--- src/design/whole_word_replace_stream_defines.svh ---
// Assertion macros shared by the whole-word replace stream modules.
`ifndef WHOLE_WORD_REPLACE_STREAM_DEFINES_SVH
`define WHOLE_WORD_REPLACE_STREAM_DEFINES_SVH

// A property that must hold at every clock edge outside reset.
`define WWR_ASSERT(label, prop, msg) \
  label: assert property (@(posedge clk_i) disable iff (!rst_ni) (prop)) else $error(msg);

// A condition that, once seen, must be followed by another in the next cycle.
`define WWR_ASSERT_NEXT(label, ante, cons, msg) \
  label: assert property (@(posedge clk_i) disable iff (!rst_ni) (ante) |=> (cons)) \
    else $error(msg);

`endif

--- src/design/wwr_pkg.sv ---
// Types, constants and helpers shared by the whole-word replace stream modules.
package wwr_pkg;

  localparam logic [7:0] SpaceChar = 8'd32;
  localparam int unsigned QueueDepth = 4;
  localparam int unsigned QPtrW = $clog2(QueueDepth);

  typedef enum logic [1:0] {
    CfgFindWord    = 2'd0,
    CfgFindLen     = 2'd1,
    CfgReplaceWord = 2'd2,
    CfgReplaceLen  = 2'd3
  } cfg_idx_e;

  // One emit job: cnt bytes of word, then optionally the tail byte.
  typedef struct packed {
    logic [63:0] word;
    logic [3:0]  cnt;
    logic [7:0]  tail;
    logic        has_tail;
    logic        last;
  } wwr_cmd_t;

  typedef struct packed {
    logic full;
    logic empty;
  } wwr_q_status_t;

  function automatic logic [3:0] sat_len(input logic [3:0] v, input logic [3:0] lim);
    logic [3:0] r;
    if (v == 4'd0) begin
      r = 4'd1;
    end else if (v > lim) begin
      r = lim;
    end else begin
      r = v;
    end
    return r;
  endfunction

endpackage

--- src/design/wwr_front.sv ---
// Front end: takes input bytes, keeps the pending word and issues emit jobs.
`include "whole_word_replace_stream_defines.svh"

module wwr_front #(
  parameter int unsigned MaxWord = 8
) (
  input  logic             clk_i,
  input  logic             rst_ni,
  input  logic             in_valid_i,
  input  logic [7:0]       in_byte_i,
  input  logic             in_last_i,
  input  logic             q_full_i,
  input  logic [63:0]      find_word_i,
  input  logic [3:0]       find_len_i,
  input  logic [63:0]      replace_word_i,
  input  logic [3:0]       replace_len_i,
  output logic             push_o,
  output wwr_pkg::wwr_cmd_t cmd_o
);

  localparam int unsigned CntW = $clog2(MaxWord + 1);
  localparam int unsigned IdxW = (MaxWord > 1) ? $clog2(MaxWord) : 1;

  logic [7:0]      buf_q [MaxWord];
  logic [CntW-1:0] cnt_q, cnt_d;
  logic            pass_q, pass_d;

  logic            accept;
  logic            is_space, fits, sel_app, buf_we, diff, match;
  logic [CntW-1:0] flen, cnt_inc, res_cnt;
  logic [3:0]      rlen;
  logic [63:0]     word_cur, word_app, res_word, resolve_word;
  logic [3:0]      resolve_cnt;
  wwr_pkg::wwr_cmd_t cmd;

  assign accept   = in_valid_i && !q_full_i;
  assign flen     = CntW'(wwr_pkg::sat_len(find_len_i, 4'(MaxWord)));
  assign rlen     = wwr_pkg::sat_len(replace_len_i, 4'(MaxWord));
  assign is_space = (in_byte_i == wwr_pkg::SpaceChar);
  assign fits     = (cnt_q < flen);
  assign cnt_inc  = cnt_q + 1'b1;
  assign sel_app  = !is_space && !pass_q && fits && in_last_i;
  assign res_word = sel_app ? word_app : word_cur;
  assign res_cnt  = sel_app ? cnt_inc : cnt_q;

  always_comb begin
    word_cur = '0;
    word_app = '0;
    diff     = 1'b0;
    for (int i = 0; i < MaxWord; i++) begin
      word_cur[i*8 +: 8] = buf_q[i];
      word_app[i*8 +: 8] = (CntW'(i) == cnt_q) ? in_byte_i : buf_q[i];
    end
    for (int i = 0; i < MaxWord; i++) begin
      if ((CntW'(i) < flen) && (res_word[i*8 +: 8] != find_word_i[i*8 +: 8])) begin
        diff = 1'b1;
      end
    end
  end

  assign match        = (res_cnt == flen) && !diff;
  assign resolve_word = match ? replace_word_i : res_word;
  assign resolve_cnt  = match ? rlen : 4'(res_cnt);

  always_comb begin
    cmd    = '0;
    cnt_d  = cnt_q;
    pass_d = pass_q;
    buf_we = 1'b0;
    if (is_space) begin
      if (!pass_q) begin
        cmd.word = resolve_word;
        cmd.cnt  = resolve_cnt;
      end
      cmd.tail     = in_byte_i;
      cmd.has_tail = 1'b1;
      cnt_d        = '0;
      pass_d       = 1'b0;
    end else if (pass_q) begin
      cmd.tail     = in_byte_i;
      cmd.has_tail = 1'b1;
    end else if (fits) begin
      buf_we = 1'b1;
      cnt_d  = cnt_inc;
      if (in_last_i) begin
        cmd.word = resolve_word;
        cmd.cnt  = resolve_cnt;
      end
    end else begin
      cmd.word     = word_cur;
      cmd.cnt      = 4'(cnt_q);
      cmd.tail     = in_byte_i;
      cmd.has_tail = 1'b1;
      cnt_d        = '0;
      pass_d       = 1'b1;
    end
    if (in_last_i) begin
      cmd.last = 1'b1;
      cnt_d    = '0;
      pass_d   = 1'b0;
    end
  end

  assign cmd_o  = cmd;
  assign push_o = accept && ((cmd.cnt != 4'd0) || cmd.has_tail);

  always_ff @(posedge clk_i or negedge rst_ni) begin
    if (!rst_ni) begin
      cnt_q  <= '0;
      pass_q <= 1'b0;
    end else if (accept) begin
      cnt_q  <= cnt_d;
      pass_q <= pass_d;
    end
  end

  always_ff @(posedge clk_i) begin
    if (accept && buf_we) begin
      buf_q[cnt_q[IdxW-1:0]] <= in_byte_i;
    end
  end

  `WWR_ASSERT_NEXT(a_line_end_clears, accept && in_last_i, (cnt_q == '0) && !pass_q, "word state not cleared after line end")
  `WWR_ASSERT(a_cnt_bounded, cnt_q <= flen || pass_q || cnt_q <= CntW'(MaxWord), "pending word longer than buffer")

endmodule

--- src/design/wwr_queue.sv ---
// Short queue of emit jobs between the front end and the output side.
`include "whole_word_replace_stream_defines.svh"

module wwr_queue (
  input  logic                  clk_i,
  input  logic                  rst_ni,
  input  logic                  push_i,
  input  wwr_pkg::wwr_cmd_t     data_i,
  input  logic                  pop_i,
  output wwr_pkg::wwr_cmd_t     data_o,
  output wwr_pkg::wwr_q_status_t status_o
);

  wwr_pkg::wwr_cmd_t           mem_q [wwr_pkg::QueueDepth];
  logic [wwr_pkg::QPtrW-1:0]   wr_q, rd_q;
  logic [wwr_pkg::QPtrW:0]     fill_q;
  logic                        full, empty;

  assign full            = (fill_q == (wwr_pkg::QPtrW + 1)'(wwr_pkg::QueueDepth));
  assign empty           = (fill_q == '0);
  assign status_o.full   = full;
  assign status_o.empty  = empty;
  assign data_o          = mem_q[rd_q];

  always_ff @(posedge clk_i or negedge rst_ni) begin
    if (!rst_ni) begin
      wr_q   <= '0;
      rd_q   <= '0;
      fill_q <= '0;
    end else begin
      if (push_i) begin
        wr_q <= wr_q + 1'b1;
      end
      if (pop_i) begin
        rd_q <= rd_q + 1'b1;
      end
      if (push_i && !pop_i) begin
        fill_q <= fill_q + 1'b1;
      end else if (pop_i && !push_i) begin
        fill_q <= fill_q - 1'b1;
      end
    end
  end

  always_ff @(posedge clk_i) begin
    if (push_i) begin
      mem_q[wr_q] <= data_i;
    end
  end

  `WWR_ASSERT(a_no_overflow, !(push_i && full), "push into full queue")
  `WWR_ASSERT(a_no_underflow, !(pop_i && empty), "pop from empty queue")

endmodule

--- src/design/wwr_back.sv ---
// Output side: plays each emit job out one byte per cycle while the receiver is ready.
`include "whole_word_replace_stream_defines.svh"

module wwr_back (
  input  logic                   clk_i,
  input  logic                   rst_ni,
  input  wwr_pkg::wwr_cmd_t      q_data_i,
  input  wwr_pkg::wwr_q_status_t q_status_i,
  output logic                   pop_o,
  output logic                   out_valid_o,
  input  logic                   out_ready_i,
  output logic [7:0]             out_byte_o,
  output logic                   out_last_o
);

  wwr_pkg::wwr_cmd_t cmd_q;
  logic              valid_q;
  logic [3:0]        pos_q;
  logic [3:0]        total;
  logic              final_byte, take, load;

  assign total       = cmd_q.cnt + {3'b000, cmd_q.has_tail};
  assign final_byte  = (pos_q == total - 4'd1);
  assign take        = valid_q && out_ready_i;
  assign load        = (!valid_q || (take && final_byte)) && !q_status_i.empty;
  assign pop_o       = load;

  assign out_valid_o = valid_q;
  assign out_byte_o  = (pos_q < cmd_q.cnt) ? cmd_q.word[{pos_q[2:0], 3'b000} +: 8] : cmd_q.tail;
  assign out_last_o  = cmd_q.last && final_byte;

  always_ff @(posedge clk_i or negedge rst_ni) begin
    if (!rst_ni) begin
      valid_q <= 1'b0;
      pos_q   <= '0;
    end else if (load) begin
      valid_q <= 1'b1;
      pos_q   <= '0;
    end else if (take) begin
      if (final_byte) begin
        valid_q <= 1'b0;
      end else begin
        pos_q <= pos_q + 4'd1;
      end
    end
  end

  always_ff @(posedge clk_i) begin
    if (load) begin
      cmd_q <= q_data_i;
    end
  end

  `WWR_ASSERT(a_pos_in_range, !valid_q || (pos_q < total), "byte position beyond end of job")
  `WWR_ASSERT_NEXT(a_hold_on_stall, valid_q && !out_ready_i, valid_q && $stable(pos_q), "job lost while stalled")

endmodule

--- src/design/whole_word_replace_stream.sv ---
// Top level of the whole-word find and replace byte stream.
//
// Bytes of a line enter on the s_axis channel, s_axis_tlast set on the line's final byte.
// The rewritten line leaves on m_axis, with m_axis_tlast on its final byte.
// Every whole word, delimited by spaces and the line ends, that equals the find word
// is replaced by the replacement word. Find and replacement words and their lengths are
// written through the cfg port (index 0 find word, 1 find length, 2 replacement word,
// 3 replacement length) while the block is idle.
// Output bytes go through the job queue and the output stage. A word is held back until
// its closing space, the line end or a letter past the find length. Throughput: one
// input item per cycle while the output keeps pace; the single output port moves one
// byte per cycle while the receiver is ready, so the end of a word may emit up to
// MaxWord plus one bytes in a burst, absorbed by a four-job queue between front end and
// output side. When the receiver stalls, the output byte holds, the queue fills and
// s_axis_tready drops; no item is lost. Reset clears the word state, the queue and the
// output stage and sets the find and replacement lengths to one and their words to zero.
module whole_word_replace_stream #(
  parameter int unsigned MaxWord = 8
) (
  input  logic        clk_i,
  input  logic        rst_ni,
  input  logic        s_axis_tvalid,
  output logic        s_axis_tready,
  input  logic [7:0]  s_axis_tdata,   // [7:0] in_byte
  input  logic        s_axis_tlast,
  output logic        m_axis_tvalid,
  input  logic        m_axis_tready,
  output logic [7:0]  m_axis_tdata,   // [7:0] out_byte
  output logic        m_axis_tlast,
  input  logic        cfg_we_i,
  input  logic [1:0]  cfg_idx_i,
  input  logic [63:0] cfg_data_i
);

  logic [63:0] find_word_q, replace_word_q;
  logic [3:0]  find_len_q, replace_len_q;

  logic                   push, pop;
  wwr_pkg::wwr_cmd_t      push_cmd, pop_cmd;
  wwr_pkg::wwr_q_status_t q_status;

  always_ff @(posedge clk_i or negedge rst_ni) begin
    if (!rst_ni) begin
      find_word_q    <= '0;
      find_len_q     <= 4'd1;
      replace_word_q <= '0;
      replace_len_q  <= 4'd1;
    end else if (cfg_we_i) begin
      unique case (wwr_pkg::cfg_idx_e'(cfg_idx_i))
        wwr_pkg::CfgFindWord:    find_word_q    <= cfg_data_i;
        wwr_pkg::CfgFindLen:     find_len_q     <= cfg_data_i[3:0];
        wwr_pkg::CfgReplaceWord: replace_word_q <= cfg_data_i;
        wwr_pkg::CfgReplaceLen:  replace_len_q  <= cfg_data_i[3:0];
        default: ;
      endcase
    end
  end

  assign s_axis_tready = !q_status.full;

  wwr_front #(
    .MaxWord(MaxWord)
  ) u_front (
    .clk_i          (clk_i),
    .rst_ni         (rst_ni),
    .in_valid_i     (s_axis_tvalid),
    .in_byte_i      (s_axis_tdata),
    .in_last_i      (s_axis_tlast),
    .q_full_i       (q_status.full),
    .find_word_i    (find_word_q),
    .find_len_i     (find_len_q),
    .replace_word_i (replace_word_q),
    .replace_len_i  (replace_len_q),
    .push_o         (push),
    .cmd_o          (push_cmd)
  );

  wwr_queue u_queue (
    .clk_i    (clk_i),
    .rst_ni   (rst_ni),
    .push_i   (push),
    .data_i   (push_cmd),
    .pop_i    (pop),
    .data_o   (pop_cmd),
    .status_o (q_status)
  );

  wwr_back u_back (
    .clk_i       (clk_i),
    .rst_ni      (rst_ni),
    .q_data_i    (pop_cmd),
    .q_status_i  (q_status),
    .pop_o       (pop),
    .out_valid_o (m_axis_tvalid),
    .out_ready_i (m_axis_tready),
    .out_byte_o  (m_axis_tdata),
    .out_last_o  (m_axis_tlast)
  );

endmodule

--- config.mk ---
export PLATFORM = sky130hd
export DESIGN_NAME = whole_word_replace_stream
export DESIGN_NICKNAME = d
export VERILOG_FILES = /design/src/design/wwr_pkg.sv /design/src/design/wwr_front.sv /design/src/design/wwr_queue.sv /design/src/design/wwr_back.sv /design/src/design/whole_word_replace_stream.sv
export VERILOG_INCLUDE_DIRS = /design/src /design/src/design
export SDC_FILE = /design/constraint.sdc
export NUM_CORES = 1
export LEC_CHECK = 0
export BUFFER_PORTS_ARGS = -buffer_cell sky130_fd_sc_hd__buf_2
export CORE_ASPECT_RATIO = 1.5
export CORE_MARGIN = 10
export CORE_UTILIZATION = 25
export CTS_CLUSTER_SIZE = 20
export DETAILED_ROUTE_END_ITERATION = 16
export GPL_ROUTABILITY_DRIVEN = 0
export PLACE_DENSITY_LB_ADDON = 0.05
export RECOVER_POWER = 50
export SLEW_MARGIN = 20
export SYNTH_ARGS = -nofsm -noshare
export SYNTH_HDL_FRONTEND = slang
export SYNTH_SLANG_ARGS = --single-unit
--- constraint.sdc ---
create_clock -name clk_i -period 15.05 [get_ports clk_i]
set_input_delay 0.7525 -clock clk_i [delete_from_list [all_inputs] [get_ports clk_i]]
set_output_delay 0.7525 -clock clk_i [all_outputs]
set_load 0.05 [all_outputs]
# Word level (Yosys, flattened, before mapping)
# Memory sizes are Yosys's and may differ from the RTL's. A register that Yosys moved wholly into a read port is not among the register bits.
# Index checks and enable logic that the tools add are counted.
# W data, S select, Z words.
[op_classes] add_sub_neg=8 order_cmp=12 n_eq_ne=24 shift=1 mux=56 n_reduce_logical=47
[ops] cell="$mux W68" n=4
[ops] cell="$mux W64" n=2
[ops] cell="$mux W77" n=1
[ops] cell="$mux W8" n=9
[ops] cell="$ne A8 B8 Y1" n=8
[ops] cell="$shiftx A64 B7 Y8" n=1
[ops] cell="$mux W4" n=13
[ops] cell="$mux W1" n=23
[ops] cell="$logic_and A1 B1 Y1" n=21
[ops] cell="$mux W9" n=2
[ops] cell="$eq A3 B4 Y1 const A" n=4
[ops] cell="$lt A3 B4 Y1 const A" n=4
[ops] cell="$reduce_and A2 Y1" n=7
[ops] cell="$logic_not A4 Y1" n=3
[ops] cell="$add A4 B1 Y4 const B" n=2
[ops] cell="$eq A2 B4 Y1 const A" n=2
[ops] cell="$eq A4 B4 Y1" n=2
[ops] cell="$eq A8 B6 Y1 const B" n=1
[ops] cell="$gt A4 B4 Y1 const B" n=2
[ops] cell="$logic_not A1 Y1" n=8
[ops] cell="$lt A1 B4 Y1 const A" n=2
[ops] cell="$lt A2 B4 Y1 const A" n=2
[ops] cell="$lt A4 B4 Y1" n=2
[ops] cell="$mux W3" n=2
[ops] cell="16 further kinds" n=21
[totals] regBits=153 mem_bits_rw=376 inputBits=80 output_inout_bits=11 wordCells=161 n_memories=2
[memory_table] name="u_queue.mem_q" depth=4 width=78 read_ports=1 rd_clocked_by_memory_dff=1 write_ports=1 line_no="wwr_queue.sv:14" rtl="wwr_pkg::wwr_cmd_t mem_q [wwr_pkg::QueueDepth];"
[memory_table] name="u_front.buf_q" depth=8 width=8 read_ports=8 rd_clocked_by_memory_dff=0 write_ports=1 line_no="wwr_front.sv:24" rtl="logic [7:0] buf_q [MaxWord];"

# Logic depth before layout (Yosys ltp)
[depth] word_depth=31 depth_mapped=25 mapped_depth_nobuf=20

# Hierarchy
# From an unflattened synthesis, not the netlist that was laid out.
[hier_totals] cells_unflattened=1732 area_unflattened_um2=27552.7
[modules_own_cells] module="wwr_queue" instances=1 cells_per_inst=444 area_each_um2=11750.0 seq_area_each_um2=9544.2
[modules_own_cells] module="wwr_front" instances=1 cells_per_inst=823 area_each_um2=6901.6 seq_area_each_um2=2047.0
[modules_own_cells] module="whole_word_replace_stream" instances=1 cells_per_inst=291 area_each_um2=5499.0 seq_area_each_um2=3405.8
[modules_own_cells] module="wwr_back" instances=1 cells_per_inst=174 area_each_um2=3402.0 seq_area_each_um2=2467.4

# Least setup slack after synthesis
# No wires, ideal clock.
[synth_timing] path_kind="register to register" startpoint="register find_len_q[3]" endpoint="memory u_queue.mem_q[0][0] in the netlist's numbering, enable pin" setup_ns=0.445 arrival_ns=6.048 required_time_ns=14.605 path_slack_ns=8.557 stages_incl_launch_ff=18 path_buffers=3 synth_period_minus_slack_ns=6.493 cell_sequence="dfrtp_1 clkbuf_1 inv_1 ha_1 a21o_1 a2111o_1 buf_2 nor3_2 mux2_2 a2111oi_0 a21o_1 a31oi_1 nor3_2 buf_4 mux2i_1 a31oi_1 a31oi_2 and2_1"
[synth_between] elab_chain_cells=29 elab_cells_between_ends=57 classes_between="order compare: 10; eq/ne: 9; mux: 22; reduce/logical: 16"
[synth_lines] element="start: declaration" line_no="whole_word_replace_stream.sv:36" rtl="logic [3:0] find_len_q, replace_len_q;"
[synth_lines] element="start signal: assignment" line_no="whole_word_replace_stream.sv:51" rtl="wwr_pkg::CfgFindLen: find_len_q <= cfg_data_i[3:0];"
[synth_lines] element="$gt A4 B4 Y1" line_no="wwr_pkg.sv:33" rtl="end else if (v > lim) begin"
[synth_lines] element="$mux W4" line_no="wwr_pkg.sv:33"
[synth_lines] element="$mux W4 *" line_no="wwr_pkg.sv:31" rtl="if (v == 4'd0) begin"
[synth_lines] element="$lt A4 B4 Y1" line_no="wwr_front.sv:40" rtl="assign fits = (cnt_q < flen);"
[synth_lines] element="$logic_and A1 B1 Y1 (2 in a row)" line_no="wwr_front.sv:42" rtl="assign sel_app = !is_space && !pass_q && fits && in_last_i;"
[synth_lines] element="$mux W64" line_no="wwr_front.sv:43" rtl="assign res_word = sel_app ? word_app : word_cur;"
[synth_lines] element="$ne A8 B8 Y1" line_no="wwr_front.sv:55" rtl="if ((CntW'(i) < flen) && (res_word[i*8 +: 8] != find_word_i[i*8 +: 8])) begin"
[synth_lines] element="$logic_and A1 B1 Y1" line_no="wwr_front.sv:55"
[synth_lines] element="(+13 left out)"
[synth_lines] element="$mux W68" line_no="wwr_front.sv:79" rtl="end else if (pass_q) begin"
[synth_lines] element="$mux W77 *" line_no="wwr_front.sv:70" rtl="if (is_space) begin"
[synth_lines] element="$reduce_bool A4 Y1" line_no="wwr_front.sv:105" rtl="assign push_o = accept && ((cmd.cnt != 4'd0) || cmd.has_tail);"
[synth_lines] element="$logic_or A1 B1 Y1 *" line_no="wwr_front.sv:105"
[synth_lines] element="$logic_and A1 B1 Y1 *" line_no="wwr_front.sv:105"
[synth_lines] element="via push" line_no="whole_word_replace_stream.sv:38" rtl="logic push, pop;"
[synth_lines] element="$mux W1 *" line_no="wwr_queue.sv:46" rtl="if (push_i) begin"
[synth_lines] element="$mux W1 (implied by the code) *" line_no="wwr_queue.sv:47" rtl="mem_q[wr_q] <= data_i;"
[synth_lines] element="end: declaration" line_no="wwr_queue.sv:14"
# The timed path passes the listed nets; every way through them passes the cells marked *.

==> metrics.md <==
| Metric | Value |
|---|---|
| Synth area leaders | `edfxtp_1, dfrtp_1, mux4_2` |
| Worst setup EP type | `register` |
| Port buffer count | `90` |
| Reg-to-reg critical path endpoint | `u_queue.mem_q[3][51]` |
| Fin. max-slew vios | `between 700 and 800` |
| Vias in the first global route | `between 15000 and 20000` |
| Startpoint Class | `register` |
| Largest family of logic cells by synthesized area | `multiplexers` |
| Hold crit path type | `primary input to register` |
| Sequential cell area fraction in the yosys report | `65.8%` |
| WL/cell | `roughly 26 um` |
| Worst slack, placed | `between 7 and 8 ns` |
| Ys async rst share | `25.2%` |
| Number of synthesized flops with an enable pin | `about 450` |
| Clk root buf | `clkbuf_16` |
| Critical Path AT | `slightly above 9 ns` |
| CTS tree | `yes` |
| Outcome | `finished with violations` |
| Via density | `~4.8` |
| Setup Buffers After CTS | `0` |
| Worst reg2reg path depth | `15` |
| Setup TNS | `0 ns` |
| Width of the die | `around 290 um` |
| Worst R2R Setup Slack | `just over 6 ns` |
| Worst stage delay on the critical path | `approximately 2.7 ns` |
| Max_cap viols | `20` |
| Dominant synthesized flop cell | `edfxtp_1` |
| Crit Path Max Fanout | `65` |
| Reg clk slew, reported paths | `roughly 0.07 ns` |
| Cell mode on critical path | `nand2_1` |
| Top delay family on crit path | `buffers and inverters` |
| First-pass GRT wire length | `approximately 120000 um` |
| Crit path launch | `find_len_q[3]` |
| Busiest grt layer | `met2` |
| Crit. path cell count | `15` |
| Cell Chain, Critical Path | `inv_1 -> nand2_1 -> ha_1 -> o211a_1 -> o41ai_1 -> nand2b_2 -> clkbuf_1 -> nand2_1 -> o22ai_1 -> nand2_1 -> mux2i_1 -> a211oi_1 -> a31oi_2 -> and2_4 -> buf_4` |
| Critical path's slowest cell | `clkbuf_1` |
| CTS buffer count | `68` |
| HPWL Detailed | `around 58000 um` |
| Worst skew pair latency | `about 0.64 ns` |
| # DRC | `0` |
| Final hold slack | `between 0.3 and 0.4 ns` |
| Final wirelength | `around 87000 um` |
| Synth Register Bits | `between 600 and 700` |
| Hold_buf cts | `0` |
| Slew headroom | `-185%` |
| Synth warnings | `0` |
| DR iter-0 viols | `between 1000 and 1500` |
| Mean Syn Cell Area | `approximately 15 um2` |
| Post-synthesis adder-cell area fraction | `0.925%` |
| Worst path required time | `between 15 and 20 ns` |
| Cell variety after synth | `76` |
| Mux contribution to synthesized area | `14.8%` |
| Crit path kind | `register to register` |
| Final clock skew | `around 0.025 ns` |
| Grt met2 use | `about a quarter` |
| Gr usage total | `between 10 and 15%` |
| IO Count | `roughly 90` |
| H-Tree Depth | `3` |
| Tcrit/Tclk final | `between 50% and 60%` |
| Layout cell share with drive strength beyond 1 | `approximately a quarter` |
| Initial core utilization | `~25%` |
| Via count | `around 16000` |
| CORE AREA | `about 110000 um2` |
| Final hold vios | `0` |
| Final worst slack | `between 6 and 7 ns` |
| Die height | `between 400 and 500 um` |
| Antenna violations before repair | `2` |
| Synth area leader | `edfxtp_1` |
| Leak | `10.4 nW` |
| Final nets | `1916` |
| PostCTS Resize Cnt | `0` |
| Worst Setup EP | `u_queue.mem_q[3][51]` |
| GRT overflow | `0` |
| Simple-Gate Fraction of Synth Area | `approximately 5.5%` |
| Clk sink count | `607` |
| Met1 usage | `between 10% and 20%` |
| RSZ-0062 raised after global routing | `no` |
| CP Buf/Inv Count | `3` |
| Final ANT Viol Nets | `0` |
| Synth top area share | `around 51%` |
| Tmin final | `slightly below 9 ns` |
| Syn Inst Count | `between 1500 and 2000` |
| Router iterations before antenna repair | `7` |
| Pwr Density | `between 150 and 200 nW/um2` |
| FMAX | `0.112 GHz` |
| Worst vdd ir | `between 80 and 90 uV` |
| Bufs on Longest Clock Path | `3` |
| Compound-Gate Fraction of Synth Area | `~7.6%` |
| Largest net degree at the start of global routing | `66` |
| Worst Tran Pin Value | `around 4.3 ns` |
| Mapped Area | `approximately 27000 um2` |
| Failing checks | `capacitance limit, slew limit` |
| # rows | `146` |
| Final setup fails | `0` |
| Worst r2r src | `find_len_q[3]` |
| Synthesis-to-finish area growth | `16.4%` |
| Met3 usage in global routing | `2.16%` |
| Die ar. | `between 100000 and 150000 um2` |
| Syn nets | `approximately 1800` |
| Synth Area in XOR/XNOR | `under 10%` |
==> sequential cells by signal, indices dropped and copies added (netlist names), 2 cells and up <==
name	flops
replace_word_q	64
replace_len_q	4
u_queue.rd_q	2
find_len_q	4
u_back.cmd_q	78
u_queue.wr_q	2
u_front.buf_q	64
find_word_q	64
u_queue.mem_q	312
u_back.pos_q	4
u_queue.fill_q	3
u_front.cnt_q	4
==> stage by stage <==
| step | instance area [um2] | std cells | power, mW | util (%) |
|---|---|---|---|---|
| detailed placement | 28700 | 3153 | 4.14 | 27.2 |
| floorplan | 26500 | 1721 | 3.47 | - |
| finish | 30900 | 3279 | 5.81 | 29.3 |
| CTS | 31000 | 3278 | 5.92 | 29.4 |
| global route | 30900 | 3278 | 6.13 | 29.3 |
| global placement | 28600 | 3153 | 4.13 | 27.2 |
==> report_power, final <==
part | total, mW | switching (mW) | leakage [nW] | internal [mW]
Clock | 1.74 | 0.705 | 1.14 | 1.04
Combinational | 1.63 | 1.04 | 3.29 | 0.584
Sequential | 2.44 | 0.195 | 5.99 | 2.25
Total | 5.81 | 1.94 | 10.4 | 3.87
==> cell type report <==
type	count	area [um2]
fill	10600	74500
antenna	1	2.50
inverter	44	165
clock buffer	92	1920
multi-input combinational	968	8510
sequential	607	17500
tap	1406	1760
timing repair buffer	128	639
clock inverter	33	402
==> worst min-delay path by stage <==
stage                 startpoint           endpoint  slack (ns)  cells past startpoint
6_report          cfg_data_i[54]    find_word_q[54]        0.36                      2
5_1_grt            cfg_data_i[8]     find_word_q[8]        0.34                      2
4_1_cts                   rst_ni    u_queue.rd_q[1]        0.02                      1
3_5_place_dp   replace_word_q[3]  replace_word_q[3]        0.49                      1
3_3_place_gp   replace_word_q[2]  replace_word_q[2]        0.49                      1
2_1_floorplan             rst_ni      find_len_q[1]        0.46                      0
==> cells in the mapped netlist (all sizes together) (4+ instances only) <==
cell     count
a21o         5
a21oi      120
a221oi      25
a222oi       7
a22o        31
a22oi        6
a31oi        5
a32oi        5
and2         6
buf         37
clkbuf      65
dfrtp      151
edfxtp     454
ha          18
inv         42
mux2       128
mux2i       36
mux4        94
nand2       70
nand2b      11
nand3        6
nand3b       4
nand4       13
nor2        76
nor2b        4
nor3        81
nor4        11
o2111ai      4
o21ai       45
o22ai        4
o31ai        7
xnor2       51
xor2        41
==> logic make-up (layout without fill, tap and decap cells) <==
group                      after synthesis  after routing
DFF                                    607            607
AOI/OAI and AO/OA                      303            303
and+or+nand+nor                        296            296
muxes                                  258            258
buffers and inverters                  146            297
xor gates and xnor gates                92             92
adders and majority gates               19             19
other                                    0              1
==> placed cells by master, fill, tap and decap left out, types with 69 or more instances in the layout <==
cell type,Yosys,final
nor2_1,76,76
edfxtp_1,454,454
clkbuf_16,0,69
a21oi_1,120,120
nand2_1,70,70
nor3_1,74,71
mux2_2,128,128
mux4_2,94,94
buf_2,15,73
dfrtp_1,151,149
==> metal layers <==
layer  vias up  wire length (um)  part of all wire (%)
li1       6912                 -                     -
met3       155              3390                   3.9
met2       459             42800                    49
met1      8100             36600                    42
met5         -                 0                     0
met4         0              3800                   4.4
Note: power is estimated with default switching activity, not from simulation.
